--- config.mk ---
export PLATFORM = sky130hd
export DESIGN_NAME = onewire_bus_master_unit
export DESIGN_NICKNAME = d
export VERILOG_FILES = /design/src/hw/rtl/owbm_pkg.sv /design/src/hw/rtl/owbm_cfg_regs.sv /design/src/hw/rtl/owbm_core.sv /design/src/hw/rtl/onewire_bus_master_unit.sv
export SDC_FILE = /design/constraint.sdc
export NUM_CORES = 1
export LEC_CHECK = 0
export ABC_AREA = 1
export BUFFER_PORTS_ARGS = -buffer_cell sky130_fd_sc_hd__buf_4
export CORE_UTILIZATION = 50
export CTS_BUF_LIST = sky130_fd_sc_hd__clkbuf_2
export CTS_CLUSTER_DIAMETER = 150
export CTS_CLUSTER_SIZE = 12
export DETAILED_ROUTE_END_ITERATION = 10
export GPL_ROUTABILITY_DRIVEN = 1
export GPL_TIMING_DRIVEN = 0
export PLACE_DENSITY = 0.66
export SLEW_MARGIN = 20
export SYNTH_ARGS = -nofsm -noshare
export SYNTH_HDL_FRONTEND = slang
export SYNTH_SLANG_ARGS = --single-unit
export TNS_END_PERCENT = 1
--- constraint.sdc ---
create_clock -name clk_i -period 6.8 [get_ports clk_i]
set_input_delay 1.02 -clock clk_i [delete_from_list [all_inputs] [get_ports clk_i]]
set_output_delay 1.02 -clock clk_i [all_outputs]
set_load 0.02 [all_outputs]
--- src/hw/rtl/owbm_pkg.sv ---
package owbm_pkg;

  // field widths
  localparam int unsigned TickW    = 10;
  localparam int unsigned CfgIdxW  = 3;
  localparam int unsigned CfgDataW = 10;

  // register indexes
  localparam logic [CfgIdxW-1:0] RegResetLowTime = 3'd0;
  localparam logic [CfgIdxW-1:0] RegPresenceWait = 3'd1;
  localparam logic [CfgIdxW-1:0] RegResetTail    = 3'd2;
  localparam logic [CfgIdxW-1:0] RegShortLowTime = 3'd3;
  localparam logic [CfgIdxW-1:0] RegSlotRestTime = 3'd4;
  localparam logic [CfgIdxW-1:0] RegZeroLowTime  = 3'd5;

  // register reset values
  localparam logic [9:0] ResetLowTimeDef = 10'd480;
  localparam logic [7:0] PresenceWaitDef = 8'd80;
  localparam logic [9:0] ResetTailDef    = 10'd400;
  localparam logic [3:0] ShortLowTimeDef = 4'd1;
  localparam logic [7:0] SlotRestTimeDef = 8'd50;
  localparam logic [7:0] ZeroLowTimeDef  = 8'd50;

  typedef enum logic [2:0] {
    PH_IDLE      = 3'd0,
    PH_RST_LOW   = 3'd1,
    PH_RST_WAIT  = 3'd2,
    PH_RST_TAIL  = 3'd3,
    PH_SLOT_LOW  = 3'd4,
    PH_SLOT_REST = 3'd5
  } phase_e;

  typedef enum logic [1:0] {
    OP_NONE  = 2'd0,
    OP_RESET = 2'd1,
    OP_WRITE = 2'd2,
    OP_READ  = 2'd3
  } op_kind_e;

  typedef struct packed {
    logic [9:0] reset_low_time;
    logic [7:0] presence_wait;
    logic [9:0] reset_tail;
    logic [3:0] short_low_time;
    logic [7:0] slot_rest_time;
    logic [7:0] zero_low_time;
  } cfg_t;

  typedef struct packed {
    op_kind_e   action;
    logic [7:0] data_byte;
    logic       line_level;
  } in_item_t;

  typedef struct packed {
    logic [7:0] read_data;
    logic       presence_found;
    logic       done_res;
    logic       busy_res;
    logic       drive_low;
  } res_item_t;

endpackage

--- src/hw/rtl/owbm_cfg_regs.sv ---
module owbm_cfg_regs (
  input  logic                           clk_i,
  input  logic                           rst_ni,
  input  logic                           cfg_we_i,
  input  logic [owbm_pkg::CfgIdxW-1:0]   cfg_idx_i,
  input  logic [owbm_pkg::CfgDataW-1:0]  cfg_wdata_i,
  output owbm_pkg::cfg_t                 cfg_o
);

  owbm_pkg::cfg_t cfg_q, cfg_d;

  // decode one write into the register set
  always_comb begin
    cfg_d = cfg_q;
    if (cfg_we_i) begin
      case (cfg_idx_i)
        owbm_pkg::RegResetLowTime: cfg_d.reset_low_time = cfg_wdata_i[9:0];
        owbm_pkg::RegPresenceWait: cfg_d.presence_wait  = cfg_wdata_i[7:0];
        owbm_pkg::RegResetTail:    cfg_d.reset_tail     = cfg_wdata_i[9:0];
        owbm_pkg::RegShortLowTime: cfg_d.short_low_time = cfg_wdata_i[3:0];
        owbm_pkg::RegSlotRestTime: cfg_d.slot_rest_time = cfg_wdata_i[7:0];
        owbm_pkg::RegZeroLowTime:  cfg_d.zero_low_time  = cfg_wdata_i[7:0];
        default: cfg_d = cfg_q;
      endcase
    end
  end

  always_ff @(posedge clk_i or negedge rst_ni) begin
    if (!rst_ni) begin
      cfg_q.reset_low_time <= owbm_pkg::ResetLowTimeDef;
      cfg_q.presence_wait  <= owbm_pkg::PresenceWaitDef;
      cfg_q.reset_tail     <= owbm_pkg::ResetTailDef;
      cfg_q.short_low_time <= owbm_pkg::ShortLowTimeDef;
      cfg_q.slot_rest_time <= owbm_pkg::SlotRestTimeDef;
      cfg_q.zero_low_time  <= owbm_pkg::ZeroLowTimeDef;
    end else begin
      cfg_q <= cfg_d;
    end
  end

  assign cfg_o = cfg_q;

endmodule

--- src/hw/rtl/owbm_core.sv ---
module owbm_core (
  input  logic                clk_i,
  input  logic                rst_ni,
  input  logic                step_i,
  input  owbm_pkg::in_item_t  item_i,
  input  owbm_pkg::cfg_t      cfg_i,
  output owbm_pkg::res_item_t res_o
);

  owbm_pkg::phase_e   phase_q, phase_d, ph_start;
  owbm_pkg::op_kind_e op_q, op_d, op_start;
  logic [owbm_pkg::TickW-1:0] tc_q, tc_d, tc_start;
  logic [2:0] bit_q, bit_d, bit_start;
  logic [7:0] shift_q, shift_d, shift_start;
  logic       presence_q, presence_d;
  logic [7:0] read_q, read_d;

  logic [owbm_pkg::TickW:0] tc_inc;
  logic [owbm_pkg::TickW:0] len;
  logic [owbm_pkg::TickW:0] rst_low_len, wait_len, tail_len;
  logic [owbm_pkg::TickW:0] short_len, zero_len, rest_len;
  logic       send_zero;
  logic       drive, busy, done;

  // command load while idle
  always_comb begin
    ph_start    = phase_q;
    op_start    = op_q;
    tc_start    = tc_q;
    bit_start   = bit_q;
    shift_start = shift_q;
    if (phase_q == owbm_pkg::PH_IDLE && item_i.action != owbm_pkg::OP_NONE) begin
      op_start    = item_i.action;
      tc_start    = '0;
      bit_start   = '0;
      shift_start = (item_i.action == owbm_pkg::OP_WRITE) ? item_i.data_byte : 8'd0;
      ph_start    = (item_i.action == owbm_pkg::OP_RESET) ? owbm_pkg::PH_RST_LOW
                                                          : owbm_pkg::PH_SLOT_LOW;
    end
  end

  // phase lengths, a zero length counts as one tick, but a zero reset tail skips the tail phase
  assign rst_low_len = (cfg_i.reset_low_time == '0) ? 11'd1 : {1'b0, cfg_i.reset_low_time};
  assign wait_len    = (cfg_i.presence_wait == '0) ? 11'd1 : {3'b0, cfg_i.presence_wait};
  assign tail_len    = {1'b0, cfg_i.reset_tail};
  assign short_len   = (cfg_i.short_low_time == '0) ? 11'd1 : {7'b0, cfg_i.short_low_time};
  assign zero_len    = (cfg_i.zero_low_time == '0) ? 11'd1 : {3'b0, cfg_i.zero_low_time};
  assign rest_len    = (cfg_i.slot_rest_time == '0) ? 11'd1 : {3'b0, cfg_i.slot_rest_time};

  assign send_zero = (op_start == owbm_pkg::OP_WRITE) && !shift_start[0];
  assign tc_inc    = {1'b0, tc_start} + 11'd1;

  // one tick of the bus sequencer
  always_comb begin
    phase_d    = ph_start;
    op_d       = op_start;
    tc_d       = tc_start;
    bit_d      = bit_start;
    shift_d    = shift_start;
    presence_d = presence_q;
    read_d     = read_q;
    drive      = 1'b0;
    busy       = 1'b0;
    done       = 1'b0;
    len        = '0;
    case (ph_start)
      owbm_pkg::PH_RST_LOW: begin
        busy = 1'b1;
        drive = 1'b1;
        tc_d = tc_inc[owbm_pkg::TickW-1:0];
        if (tc_inc >= rst_low_len) begin
          phase_d = owbm_pkg::PH_RST_WAIT;
          tc_d = '0;
        end
      end
      owbm_pkg::PH_RST_WAIT: begin
        busy = 1'b1;
        tc_d = tc_inc[owbm_pkg::TickW-1:0];
        if (tc_inc >= wait_len) begin
          presence_d = !item_i.line_level;
          tc_d = '0;
          if (cfg_i.reset_tail == '0) begin
            phase_d = owbm_pkg::PH_IDLE;
            done = 1'b1;
          end else begin
            phase_d = owbm_pkg::PH_RST_TAIL;
          end
        end
      end
      owbm_pkg::PH_RST_TAIL: begin
        busy = 1'b1;
        tc_d = tc_inc[owbm_pkg::TickW-1:0];
        if (tc_inc >= tail_len) begin
          phase_d = owbm_pkg::PH_IDLE;
          tc_d = '0;
          done = 1'b1;
        end
      end
      owbm_pkg::PH_SLOT_LOW: begin
        busy = 1'b1;
        drive = 1'b1;
        len = send_zero ? zero_len : short_len;
        tc_d = tc_inc[owbm_pkg::TickW-1:0];
        if (tc_inc >= len) begin
          phase_d = owbm_pkg::PH_SLOT_REST;
          tc_d = '0;
        end
      end
      owbm_pkg::PH_SLOT_REST: begin
        busy = 1'b1;
        // read sample on the first released tick of the slot
        if (op_start == owbm_pkg::OP_READ && tc_start == '0) begin
          shift_d[bit_start] = shift_start[bit_start] | item_i.line_level;
        end
        len = send_zero ? 11'd1 : rest_len;
        tc_d = tc_inc[owbm_pkg::TickW-1:0];
        if (tc_inc >= len) begin
          tc_d = '0;
          if (op_start == owbm_pkg::OP_WRITE) begin
            shift_d = {1'b0, shift_start[7:1]};
          end
          if (bit_start == 3'd7) begin
            if (op_start == owbm_pkg::OP_READ) begin
              read_d = shift_d;
            end
            phase_d = owbm_pkg::PH_IDLE;
            done = 1'b1;
          end else begin
            bit_d = bit_start + 3'd1;
            phase_d = owbm_pkg::PH_SLOT_LOW;
          end
        end
      end
      default: begin
        phase_d = owbm_pkg::PH_IDLE;
      end
    endcase
  end

  // sequencer state advances once per item
  always_ff @(posedge clk_i or negedge rst_ni) begin
    if (!rst_ni) begin
      phase_q    <= owbm_pkg::PH_IDLE;
      op_q       <= owbm_pkg::OP_NONE;
      tc_q       <= '0;
      bit_q      <= '0;
      shift_q    <= '0;
      presence_q <= 1'b0;
      read_q     <= '0;
    end else if (step_i) begin
      phase_q    <= phase_d;
      op_q       <= op_d;
      tc_q       <= tc_d;
      bit_q      <= bit_d;
      shift_q    <= shift_d;
      presence_q <= presence_d;
      read_q     <= read_d;
    end
  end

  assign res_o.drive_low      = drive;
  assign res_o.busy_res       = busy;
  assign res_o.done_res       = done;
  assign res_o.presence_found = presence_d;
  assign res_o.read_data      = read_d;

endmodule

--- src/hw/rtl/onewire_bus_master_unit.sv ---
// 1-Wire bus master driven by one item per microsecond tick. Every item yields
// exactly one result item; one item can be taken every clock cycle unless
// m_axis_tready stalls the result. An item passes the input register, then the
// result register. The sequencer state loop in the core sets the rate and finishes
// one tick per unstalled cycle. An item may carry a command (reset, write byte, read
// byte) that starts while the block is idle; commands during an operation are
// ignored. The user must write timing registers through the configuration port only
// while no item is in flight; the block does not enforce this.
module onewire_bus_master_unit (
  input  logic                          clk_i,
  input  logic                          rst_ni,
  input  logic                          cfg_we_i,
  input  logic [owbm_pkg::CfgIdxW-1:0]  cfg_idx_i,
  input  logic [owbm_pkg::CfgDataW-1:0] cfg_wdata_i,
  input  logic                          s_axis_tvalid,
  output logic                          s_axis_tready,
  input  logic [15:0]                   s_axis_tdata,  // data_byte[7:0], line_level[8]
  input  logic [1:0]                    s_axis_tuser,  // action[1:0]
  output logic                          m_axis_tvalid,
  input  logic                          m_axis_tready,
  output logic [15:0]                   m_axis_tdata   // drive_low[0], busy_res[1],
                                                       // done_res[2], presence_found[3],
                                                       // read_data[11:4]
);

  owbm_pkg::cfg_t      cfg;
  owbm_pkg::in_item_t  in_q;
  owbm_pkg::res_item_t res, res_q;
  logic in_valid_q, out_valid_q;
  logic advance, step;

  // pipeline flow control
  assign advance       = !out_valid_q || m_axis_tready;
  assign step          = in_valid_q && advance;
  assign s_axis_tready = !in_valid_q || advance;

  owbm_cfg_regs u_cfg (
    .clk_i       (clk_i),
    .rst_ni      (rst_ni),
    .cfg_we_i    (cfg_we_i),
    .cfg_idx_i   (cfg_idx_i),
    .cfg_wdata_i (cfg_wdata_i),
    .cfg_o       (cfg)
  );

  // input register
  always_ff @(posedge clk_i or negedge rst_ni) begin
    if (!rst_ni) begin
      in_valid_q <= 1'b0;
    end else if (s_axis_tready) begin
      in_valid_q <= s_axis_tvalid;
    end
  end

  always_ff @(posedge clk_i) begin
    if (s_axis_tready && s_axis_tvalid) begin
      in_q.action     <= owbm_pkg::op_kind_e'(s_axis_tuser);
      in_q.data_byte  <= s_axis_tdata[7:0];
      in_q.line_level <= s_axis_tdata[8];
    end
  end

  owbm_core u_core (
    .clk_i  (clk_i),
    .rst_ni (rst_ni),
    .step_i (step),
    .item_i (in_q),
    .cfg_i  (cfg),
    .res_o  (res)
  );

  // result register
  always_ff @(posedge clk_i or negedge rst_ni) begin
    if (!rst_ni) begin
      out_valid_q <= 1'b0;
    end else if (advance) begin
      out_valid_q <= in_valid_q;
    end
  end

  always_ff @(posedge clk_i) begin
    if (step) begin
      res_q <= res;
    end
  end

  assign m_axis_tvalid = out_valid_q;
  assign m_axis_tdata  = {4'b0, res_q};

endmodule
* Yosys cells after proc, flatten, opt, wreduce, memory -nomap -nowiden
Index checks and enable logic that the tools add are counted.
** Cells by class
- $add $sub $neg :: 2
- Magnitude comparators :: 7
- Equal/unequal tests :: 15
- Mux-type cells :: 54
- Bitwise operators :: 1
- Reduce and logical (&&, ||, !) cells :: 30
** Operator list (count)
- 8-bit 2-to-1 mux :: 13
- 10-bit 2-to-1 mux :: 7
- 10-bit one-hot mux with 5 select lines :: 1
- 11-bit greater-or-equal comparator :: 4
- 3-bit 2-to-1 mux :: 12
- 10-bit zero test :: 3
- 8-bit zero test :: 3
- 11-bit 2-to-1 mux :: 2
- 3-bit equality test (second input constant) :: 5
- 3-bit one-hot mux with 5 select lines :: 1
- 3-bit by 2-bit equality test with 1-bit output (second input constant) :: 4
- 2-bit AND reduction :: 6
- 10-bit by 1-bit adder with 11-bit output (second input constant) :: 1
- 11-bit by 10-bit greater-or-equal comparator with 1-bit output :: 1
- 1-bit 2-to-1 mux :: 11
- 8-bit bitwise mux :: 1
- 2-bit equality test (second input constant) :: 3
- 3-bit by 1-bit equality test with 1-bit output (second input constant) :: 2
- 1-bit logical AND :: 6
- 3-bit zero test :: 2
- 5-bit OR reduction :: 1
- 1-bit zero test :: 4
- 4-bit zero test :: 1
- 3-bit by 4-bit < comparator with 1-bit output (second input constant) :: 1
- other kinds (12) :: 14
** Storage, ports and cells
- Register bits after elaboration :: 108
- Bits of input ports :: 36

* Logic depth before layout (Yosys ltp)
Gate-level depths: netlist of the first run.
- Depth in word-level cells :: 14
- Mapped depth :: 27
- Mapped depth without buffers :: 25

* By module
A second synthesis of the first run with hierarchy kept.
** Second synthesis, totals
- Cells, all modules :: 976
- Area total of the unflattened synthesis :: 7068.0 um^2
** Modules (own cells, without submodules)
- owbm_core :: times used 1, cells an instance 719, area an instance 4307.9 um^2, sequential area each 875.8 um^2
- owbm_cfg_regs :: times used 1, cells an instance 217, area an instance 1940.6 um^2, sequential area each 1221.2 um^2
- onewire_bus_master_unit :: times used 1, cells an instance 40, area an instance 819.5 um^2, sequential area each 740.7 um^2

* Worst setup path before layout of the first run
OpenSTA, ideal clock, no wires.
- Path kind :: flip-flop to flip-flop
- From :: reg u_core.phase_q[1]
- To :: reg res_q, in the netlist m_axis_tdata[10] (data pin)
- Data arrival time :: 2.940 ns
- Required time :: 6.545 ns
- Setup slack :: 3.606 ns
- Cell stages (with the launch flop) :: 25
- Period minus slack after synthesis :: 3.194 ns
- Cell sequence :: dfrtp_1 nor2_2 nand3_2 buf_6 inv_2 nand2_2 nand2_2 nor2_2 nand2_2 clkbuf_1 nand2_1 ha_1 a21oi_1 o21ai_0 nand2_1 nand3b_1 o21ai_1 nand2_1 nand2_1 nand2_2 a21boi_4 nor2_8 nand2_4 nand2_1 and2_1
** RTL lines
- start: declaration :: line owbm_core.sv:10 : owbm_pkg::phase_e phase_q, phase_d, ph_start;
- start signal: assignment :: line owbm_core.sv:143 : phase_q <= owbm_pkg::PH_IDLE;
- start signal: assignment :: line owbm_core.sv:151 : phase_q <= phase_d;
- end signal: assignment :: line onewire_bus_master_unit.sv:83 : res_q <= res;
- end: declaration :: line onewire_bus_master_unit.sv:28 : owbm_pkg::res_item_t res, res_q;

==> results of run 1 <==
[report_power, final]
group / internal [mW] / total [mW] / leakage [nW] / switching, mW
Sequential: 0.845 / 0.970 / 1.25 / 0.125
Combinational: 0.784 / 2.21 / 2.61 / 1.43
Clock: 0.126 / 0.337 / 0.0827 / 0.210
Total: 1.76 / 3.52 / 3.95 / 1.76
[worst register-to-register path: stages (launching register included)]
cell and delay, ns:
edfxtp_1 0.49, inv_2 0.09, nand2_1 0.07, nand3_2 0.08
buf_6 0.17, buf_6 0.18, nand2_1 0.12, o21ai_0 0.19
inv_1 0.06, nor2_1 0.57, ha_1 0.37, nand4_1 0.10
nand3b_1 0.12, o21ai_1 0.15, nand2_1 0.07, nand2_1 0.08
nand2_2 0.08, nand2_2 0.09, nand2_2 0.06, nand2_2 0.18
inv_1 0.09, nand2_1 0.08, o221ai_1 0.17
[layer usage]
metal	wire, um	vias to the layer above
li1	-	3073
met1	8092	2669
met3	535	30
met2	7577	117
met4	420	0
met5	0	-
[worst paths after layout]
kind | endpoint | slack, ns | depth (start not counted)
max | m_axis_tdata[2]$_DFFE_PP_ | 2.90 | 22
max reg2reg | m_axis_tdata[2]$_DFFE_PP_ | 2.90 | 22
max in group asynchronous | u_core.shift_q[5]$_DFFE_PN0P_ | 5.86 | 1
min | u_cfg.cfg_o[38]$_DFFE_PN0P_ | 0.41 | 1
min reg2reg | u_cfg.cfg_o[16]$_DFFE_PN1P_ | 0.52 | 2
min in group clk_i | u_cfg.cfg_o[16]$_DFFE_PN1P_ | 0.52 | 2
[cell type report]
class,count,share of cell area
Inverter,131,0.06400
Clock inverter,4,0.009608
Buffer,24,0.01922
Multi-Input combinational cell,654,0.4589
Timing Repair Buffer,42,0.04152
Clock buffer,12,0.007816
Tap cell,176,0.02866
Sequential cell,108,0.3693
Antenna cell,3,0.0009770
[layout by cell type, fill, tap and decap left out, types with 5 or more instances in the layout]
master and n:
nor2_2 6, ha_1 33, nand3_2 7, nand2_2 20
buf_4 45, dfrtp_1 69, clkbuf_1 13, o21ai_1 12
nor3_1 5, clkbuf_2 13, inv_1 117, nor2_1 49
and2_1 9, o211ai_1 7, a21oi_1 31, nand2_4 8
nand2_1 260, o21bai_1 11, edfxtp_1 23, o21a_1 5
o21ai_0 76, dfstp_2 16, or2_2 6, nand3_1 54
o21ai_2 9, nand4_1 6, inv_2 14
[cells by family after synthesis]
family | after synthesis | synth area share
other cells | 1 | 0.0005364
simple gates | 449 | 0.3009
xor+xnor | 5 | 0.006264
flops | 108 | 0.4059
fa+ha+maj | 33 | 0.05907
buf+inv | 155 | 0.09128
compound gates | 163 | 0.1360
[through the flow]
| step | hold slack (ns) | setup slack (ns) | utilization |
|---|---|---|---|
| 3_5_place_dp | 0.4658 | 2.960 | 0.5604 |
| 6_report | 0.4059 | 2.902 | 0.5712 |
| 2_1_floorplan | 0.4479 | 3.606 | - |
| 4_1_cts | 0.5079 | 2.906 | 0.5703 |
| 3_3_place_gp | 0.4612 | 2.979 | 0.5603 |
| 5_1_grt | 0.4211 | 2.544 | 0.5712 |
[state kept, by name, summed over array words and instances, names as in the netlist]
| register | cells |
|---|---|
| u_core.op_q | 2 |
| u_core.read_q | 8 |
| in_q | 11 |
| m_axis_tvalid | 1 |
| in_valid_q | 1 |
| u_core.bit_q | 3 |
| m_axis_tdata | 12 |
| u_core.tc_q | 10 |
| u_core.shift_q | 8 |
| u_core.presence_q | 1 |
| u_cfg.cfg_o | 48 |
| u_core.phase_q | 3 |
==> key figures, run 1 <==
Global route
  • GR met2 Demand/Resource: 0.3980
  • Total GRT Usage: 0.2491
  • GRT Max-Usage Layer: met2
  • First-pass GRT wire length: roughly 28 mm
  • Vias in the first global route: between 5000 and 6000
  • Initial antenna violation count: 1
  • Largest net degree at the start of global routing: 86
  • Met1 Usage GRT: 0.3424
  • Global route overflow: 0
  • Grt met3 use: 0.03821

Cells and area
  • Area of the multi-input gates: approximately 3500 sq um
  • Finished Cell Area: 7684 sq um
  • P&R area growth vs syn: 9.916%
  • Storage element area: 2838 sq um
  • Fill cells: ~1300
  • Net count, final: 1039
  • Post-Layout Cell Count: around 1200
  • Layout cell share with drive strength beyond 1: 0.1733

Synth
  • Number of synthesized register bits: 108
  • Cell types with the highest counts after synthesis: nand2_1, inv_1, o21ai_0
  • Number of synthesized flops with an enable pin: 23
  • Top cells by area, synth: dfrtp_1, nand2_1, edfxtp_1, inv_1, dfstp_2
  • Synth warnings: 0
  • Seq/Total Area, Yosys: 0.4059
  • Distinct cell type count after synthesis: 54
  • Share of the synthesized area in the top cell type: 0.2470
  • Prevailing post-synth register cell: dfrtp_1
  • FFs w/ async S/R, synth: 0.7870
  • Average size of a mapped cell: 7.648 sq um
  • Cells after Synth: around 910
  • Yosys top cell by area: dfrtp_1
  • Top-count cell post-synth: nand2_1
  • Synth Cell Area: between 6000 and 7000 sq um

Place
  • DP Cell Count: about 1100
  • Routability cong.: approximately 0.89
  • I/O Buffers: between 40 and 50
  • Placed Area: 7538 sq um
  • Dpl hpwl: 12.41 mm

Setup path
  • WS Path Type: reg -> reg
  • Worst Setup End Kind: flip-flop
  • Reg-to-Reg Start: in_q[10]$_DFFE_PP_
  • Crit path from: in_q[10]$_DFFE_PP_
  • Top cell family by delay on the critical path: simple AND/OR/NAND/NOR gates
  • Crit path max fanout: 10
  • Startpoint Class: flip-flop
  • CP max stage delay: about 0.57 ns
  • Worst path required time: 7.17 ns
  • Slowest stage cell on the critical path: nor2_1
  • Cell mode on critical path: nand2_1
  • Critical path, cell by cell: inv_2 > nand2_1 > nand3_2 > buf_6 > buf_6 > nand2_1 > o21ai_0 > inv_1 > nor2_1 > ha_1 > nand4_1 > nand3b_1 > o21ai_1 > nand2_1 > nand2_1 > nand2_2 > nand2_2 > nand2_2 > nand2_2 > inv_1 > nand2_1 > o221ai_1
  • CP Data Arrival Time: about 4.3 ns
  • Worst path buffer plus inverter count: 5

STA
  • Measured slew at the worst slew-check pin: 0.8136 ns
  • Setup TNS: 0 ns
  • Finish-stage setup viols: 0
  • Final min period: just under 4 ns
  • Fin crit share: 0.5732
  • RSZ-0062 raised after global routing: no
  • Relative slew slack: 0.4556
  • Clock skew: approximately 0.034 ns
  • Fin. max-slew vios: 0
  • Hold Vio Cnt, Final: 0
  • Fmax: around 0.26 GHz

Detailed routing
  • DRC: 0
  • Vias per cell: ~5.1
  • Drt pass-1 iters: 5
  • Final wirelength: between 15 and 20 mm
  • Routed Antenna Nets: 0
  • Vias post-DR: around 5900
  • Initial drt markers: between 200 and 300
  • Drt wl/cell: between 10 and 15 um

Clock tree
  • Skew-Pair Late Insertion Delay: ~0.63 ns
  • Clock Tree Buf Depth: 2
  • Clock-pin slew on the worst setup and hold paths: between 0.2 and 0.3 ns
  • Setup Buffers After CTS: 0
  • Root Buffer: clkbuf_2
  • H-tree Lvls: 3
  • # hold bufs at CTS: 0
  • Clk sinks: 108
  • # resized after CTS: 0
  • CTS buffer count: 9
  • CTS tree: yes

Run
  • Number of max-cap violations: 0

Die
  • IO Pins: 54
  • Die width: ~120 um
  • Die Y-Extent: around 120 um
  • Starting density of the core: 0.5196
  • Core ar.: around 13000 sq um
  • Row count: 42
  • DIE AREA: 14460 sq um

Worst hold path
  • Worst Hold Class: in -> async

Pwr
  • Maximum vdd drop: around 0.17 mV
  • Tot Pwr: ~3.5 mW
  • Pwr/cell area: 458.2 nW/um^2
  • Leak Pwr: between 3 and 4 nW

Run status
  • Status: finished clean
(Power assumes the default switching activity.)
==> inputs of run 2 (changes only) <==
PLACE_DENSITY = 0.69   (was 0.66)
clock period = 3.2 ns   (was 6.8 ns; I/O delays follow)
==> key figures, run 2 (synthesis gave the netlist of run 1 again) <==
Pwr
  • Switching pwr: 4.250 mW
  • Int Pwr: approximately 4.3 mW
  • Switch share: 0.4950
  • Logic pwr share: 0.672
  • Maximum vdd drop: 0.4368 mV
  • Sequential cell fraction of total power: 0.243
  • Leak Pwr: around 4.2 nW
  • Pwr/cell area: 1021 nW/um^2
  • Clk pwr share: 0.085

STA
  • Fin worst setup slack: -0.1941 ns
  • Measured slew at the worst slew-check pin: 0.8228 ns
  • Fin. max-slew vios: 0
  • Fmax: between 0.2 and 0.3 GHz
  • RSZ-0062 raised after global routing: yes
  • Final min period: between 3 and 4 ns
  • Relative slew slack: 0.4485
  • Fin crit share: 1.061
  • Clock skew: ~0.024 ns
  • Finish-stage setup viols: 21
  • Hold Vio Cnt, Final: 0

Global route
  • Vias in the first global route: ~5900
  • First-pass GRT wire length: roughly 30 mm
  • Global route overflow: 0
  • Initial antenna violation count: 1
  • Largest net degree at the start of global routing: 86
  • Total GRT Usage: 0.2739

Cells and area
  • Commonest non-fill, non-tap cell in the layout: nand2_1
  • Util after Layout: 0.6249
  • P&R area growth vs syn: 20.26%
  • Finished Cell Area: ~8400 sq um
  • Post-Layout Cell Count: roughly 1200
  • Number of flip-flops in the largest register: 48
  • Most frequent cells in the layout: nand2_1, inv_1, o21ai_0
  • Layout cell share with drive strength beyond 1: 0.2355
  • Net count, final: 1083
  • Fill cells: roughly 1300

Clock tree
  • Clock Tree Buf Depth: 2
  • Skew-Pair Late Insertion Delay: approximately 0.66 ns
  • CTS buffer count: 9
  • CTS tree: yes
  • Clock-pin slew on the worst setup and hold paths: 0.28 ns
  • H-tree Lvls: 3
  • Clk sinks: about 110
  • Root Buffer: clkbuf_2

Die
  • Die width: approximately 120 um
  • Core ar.: 13450 sq um
  • Die Y-Extent: about 120 um
  • IO Pins: 54
  • DIE AREA: ~14000 sq um
  • Starting density of the core: 0.5196
  • Row count: between 40 and 50

Detailed routing
  • DRC: 0
  • Final wirelength: around 19 mm
  • Drt wl/cell: between 15 and 20 um
  • Drt pass-1 iters: 7
  • Vias per cell: about 5.2
  • Vias post-DR: 6246
  • Routed Antenna Nets: 0
  • Initial drt markers: just over 400

Setup path
  • Critical path, cell by cell: inv_2 > nand2_2 > nand3_4 > buf_8 > buf_12 > nand2_4 > xnor2_2 > inv_2 > ha_4 > a21oi_2 > o21ai_2 > nand2_1 > nand3b_1 > o21ai_1 > nand2_1 > nand2_1 > nand2_2 > a21boi_4 > nor2_8 > buf_6 > nand2_8 > nand2_2 > and2_4
  • WS Path Type: reg -> reg
  • CP max stage delay: around 0.50 ns
  • CP Data Arrival Time: slightly below 4 ns
  • Worst Setup End Kind: flip-flop
  • Startpoint Class: flip-flop
  • Slowest stage cell on the critical path: edfxtp_1
  • Worst path required time: about 3.7 ns
  • Crit path max fanout: 10

Place
  • Dpl hpwl: 12.48 mm
  • I/O Buffers: 42
  • Placed Area: between 7000 and 8000 sq um
  • DP Cell Count: about 1100
  • Routability cong.: approximately 0.90

Run status
  • Status: finished, violations left
  • Violated checks: setup timing

Worst hold path
  • Worst Hold Class: in -> reg

Run
  • Number of max-cap violations: 0
[run 2: changes by cell type in the layout (fill, tap and decap cells not counted), moves of 5 or more]
cell | before | now
buf_4 | 45 | 69
nand2_1 | 260 | 244
and2_4 | 1 | 7
nand2_4 | 8 | 17
nand2_2 | 20 | 25
dlygate4sd3_1 | 0 | 13
and2_1 | 9 | 3
o21ai_0 | 76 | 71
[run 2: through the flow]
step	total power [mW]	TNS (ns)	setup slack [ns]	hold WS [ns]
2_1_floorplan	5.646	0	0.005572	0.1844
3_3_place_gp	6.682	-16.20	-0.6288	0.4607
3_5_place_dp	6.790	-17.06	-0.6296	0.4646
4_1_cts	8.262	-0.8492	-0.09842	0.003702
5_1_grt	9.322	-9.668	-0.3522	0.02725
6_report	8.587	-2.188	-0.1941	0.03363
[run 2: repair_timing]
item	4_1_cts	5_1_grt
resized for setup	56	26
setup buffers	26	4
endpoints found under the hold margin	11	70
pin swaps	21	17
setup endpoints to repair	43	43
gates cloned	1	0
hold buffers	11	2
[run 2: worst max-delay path: cells and delay by family, from the launching register on]
family | cells | cell delay, ns
XOR/XNOR | 1 | 0.17
flip-flops | 1 | 0.50
AND/OR/NAND/NOR | 12 | 1.03
adder cells (fa/ha/maj) | 1 | 0.27
buffers and inverters | 5 | 0.68
AO/OA/AOI/OAI | 4 | 0.59
[run 2: metal layers]
layer | wire length [um] | vias up | global-route usage
met5 | 0 | - | 0
met4 | 402 | 0 | 0.09645
met3 | 964 | 34 | 0.04340
met2 | 8933 | 172 | 0.4472
met1 | 8446 | 2879 | 0.3695
li1 | - | 3161 | -
[run 2: cell type report]
class | instances | area [sq um] | share of cell area
antenna | 1 | 2.502 | 0.0002977
buffer | 24 | 171.4 | 0.02039
clock buffer | 12 | 60.06 | 0.007144
clock inverter | 4 | 75.07 | 0.008930
inverter | 131 | 499.2 | 0.05938
multi-input combinational | 654 | 3799 | 0.4519
sequential | 108 | 2838 | 0.3376
tap | 176 | 220.2 | 0.02619
timing repair buffer | 86 | 742.0 | 0.08826
[run 2: power groups by stage]
stage / logic [mW] / registers (mW) / clock network [mW]
CTS: 5.46 / 2.07 / 0.735
detailed placement: 4.70 / 2.09 / 0
finish: 5.77 / 2.08 / 0.730
global placement: 4.61 / 2.08 / 0
floorplan: 3.58 / 2.07 / 0
global route: 6.41 / 2.13 / 0.783
[run 2: path summary, 6_finish.rpt]
check                                             from                      endpoint  slack [ns]  cells past startpoint
setup / recovery                    in_q[10]$_DFFE_PP_     m_axis_tdata[6]$_DFFE_PP_       -0.19                     23
hold / removal                           s_axis_tvalid        in_valid_q$_DFFE_PN0N_        0.03                      3
setup reg to reg                    in_q[10]$_DFFE_PP_     m_axis_tdata[6]$_DFFE_PP_       -0.19                     23
hold reg to reg            u_cfg.cfg_o[16]$_DFFE_PN1P_   u_cfg.cfg_o[16]$_DFFE_PN1P_        0.51                      2
max in group asynchronous                       rst_ni  u_core.read_q[4]$_DFFE_PN0P_        2.21                      2
min in group asynchronous                       rst_ni   u_cfg.cfg_o[11]$_DFFE_PN0P_        0.38                      2
==> inputs of run 3 (changes only) <==
CTS_BUF_LIST = not set   (was sky130_fd_sc_hd__clkbuf_2)
==> key figures, run 3 (synthesis gave the netlist of run 1 again) <==
Place
  • I/O Buffers: 42
  • Dpl hpwl: between 10 and 15 mm
  • Routability cong.: about 0.9
  • Pre-CTS WS: -0.6296 ns

Detailed routing
  • Initial drt markers: about 380
  • Drt wl/cell: 15.56 um
  • Vias per cell: approximately 5.2
  • Final wirelength: about 18 mm
  • DRC: 0
  • Routed Antenna Nets: 0
  • Drt pass-1 iters: 5
  • Vias post-DR: about 6200

Run status
  • Status: finished, violations left
  • Violated checks: setup timing

Die
  • DIE AREA: 14460 sq um
  • Core ar.: around 13000 sq um
  • Die Y-Extent: roughly 120 um
  • IO Pins: 54
  • Die width: 120.2 um
  • Starting density of the core: 0.5196
  • Row count: between 40 and 50

Clock tree
  • H-tree Lvls: 3
  • Clk sinks: about 110
  • CTS buffer count: 9
  • Clock-pin slew on the worst setup and hold paths: approximately 0.070 ns
  • Clock Tree Buf Depth: 2
  • # hold bufs at CTS: 0
  • Skew-Pair Late Insertion Delay: 0.36 ns
  • Root Buffer: clkbuf_16
  • CTS tree: yes

Pwr
  • Tot Pwr: 8.996 mW
  • Pwr/cell area: ~1100 nW/um^2
  • Maximum vdd drop: roughly 0.42 mV
  • Leak Pwr: about 4.3 nW

STA
  • Fmax: between 0.3 and 0.4 GHz
  • Measured slew at the worst slew-check pin: 0.8380 ns
  • Fin worst setup slack: -0.02498 ns
  • Fin. max-slew vios: 0
  • Finish-stage setup viols: 8
  • RSZ-0062 raised after global routing: yes
  • Final min period: around 3.2 ns
  • Hold Vio Cnt, Final: 0
  • Relative slew slack: 0.4413
  • Fin crit share: 1.008
  • Clock skew: ~0.0068 ns

Setup path
  • CP Data Arrival Time: approximately 3.4 ns
  • Startpoint Class: flip-flop
  • Crit path max fanout: 8
  • Worst path required time: between 3 and 4 ns
  • Worst Setup End Kind: flip-flop
  • WS Path Type: reg -> reg

Global route
  • Total GRT Usage: 0.2712
  • Initial antenna violation count: 0
  • First-pass GRT wire length: 30.22 mm
  • Largest net degree at the start of global routing: 86
  • Global route overflow: 0
  • Vias in the first global route: 5923

Cells and area
  • Fill cells: approximately 1200
  • Area of the multi-input gates: ~3800 sq um
  • # diodes: 0
  • Commonest non-fill, non-tap cell in the layout: nand2_1
  • Storage element area: approximately 2800 sq um
  • Most frequent cells in the layout: nand2_1, inv_1, buf_4
  • P&R area growth vs syn: 21.80%
  • Layout cell share with drive strength beyond 1: 0.2458
  • Number of flip-flops in the largest register: 48
  • Net count, final: 1077

Worst hold path
  • Worst Hold Class: in -> async

Run
  • Number of max-cap violations: 0
run 3: cell count changes in the layout (fill, tap and decap cells not counted), sizes merged:
cell,delta
clkbuf,+2
diode,-1
dlygate4sd3,-13
bufinv,-2
buf,+7
run 3: final cells by class:
cell class                      count  area share
Sequential cell                   108      0.3333
Buffer                             23     0.01837
Clock buffer                       14     0.03365
Inverter                          131     0.05834
Multi-Input combinational cell    654      0.4503
Timing Repair Buffer               81     0.07847
Clock inverter                      2    0.001763
Tap cell                          176     0.02586
run 3: power by group:
group          leakage (nW)  total, mW  switching [mW]  internal (mW)
combinational          2.86       5.78            3.49           2.29
clock                 0.139       1.14           0.514          0.624
sequential             1.25       2.08           0.279           1.80
run 3: through the flow:
step | instance area, sq um | utilization | cells | TNS (ns) | hold slack [ns]
floorplan | 7002 | - | 917 | 0 | 0.1844
global placement | 7537 | 0.5603 | 1135 | -16.20 | 0.4607
detailed placement | 7537 | 0.5603 | 1135 | -17.06 | 0.4646
CTS | 8260 | 0.6140 | 1177 | -0.02447 | 0.2866
global route | 8514 | 0.6329 | 1189 | -6.139 | 0.2534
finish | 8514 | 0.6329 | 1189 | -0.1434 | 0.1387
run 3: worst paths after layout:
path | end | slack [ns] | from | cells past startpoint
setup / recovery | m_axis_tdata[11]$_DFFE_PP_ | -0.02 | u_core.phase_q[0]$_DFFE_PN0P_ | 22
hold / removal | u_cfg.cfg_o[11]$_DFFE_PN0P_ | 0.14 | rst_ni | 1
setup reg to reg | m_axis_tdata[11]$_DFFE_PP_ | -0.02 | u_core.phase_q[0]$_DFFE_PN0P_ | 22
hold reg to reg | u_core.read_q[3]$_DFFE_PN0P_ | 0.48 | u_core.read_q[3]$_DFFE_PN0P_ | 2
max in group asynchronous | u_core.read_q[4]$_DFFE_PN0P_ | 2.43 | rst_ni | 1
min in group clk_i | in_q[6]$_DFFE_PP_ | 0.29 | s_axis_tdata[5] | 1
run 3: metal layers:
metal / up-vias / GRT usage / routed length, um
met5: - / 0 / 0
met2: 162 / 0.4450 / 8822
met1: 2850 / 0.3654 / 8379
li1: 3145 / - / -
met3: 30 / 0.04481 / 926
met4: 0 / 0.08873 / 367
run 3: critical path, stage by stage, from the launching register on:
cell	delay (ns)
dfrtp_1	0.41
nor2_4	0.16
nand3_4	0.13
buf_16	0.16
o21ai_4	0.16
inv_2	0.09
nand2_4	0.12
nand2_4	0.06
ha_4	0.25
a21oi_2	0.12
o21ai_1	0.07
nand2_1	0.07
nand3b_1	0.11
o21ai_1	0.14
nand2_1	0.06
nand2_1	0.07
nand2_2	0.07
a21boi_4	0.21
nor2_8	0.05
buf_6	0.14
nand2_8	0.11
nand2_4	0.06
and2_4	0.14
run 3: what timing repair did:
| action | CTS | global route |
|---|---|---|
| setup buffers | 26 | 12 |
| pin swaps | 16 | 31 |
| gates resized for setup | 41 | 40 |
| endpoints found under the setup margin | 43 | 43 |
| endpoints found under the hold margin | 0 | 0 |
| cloned | 1 | 0 |
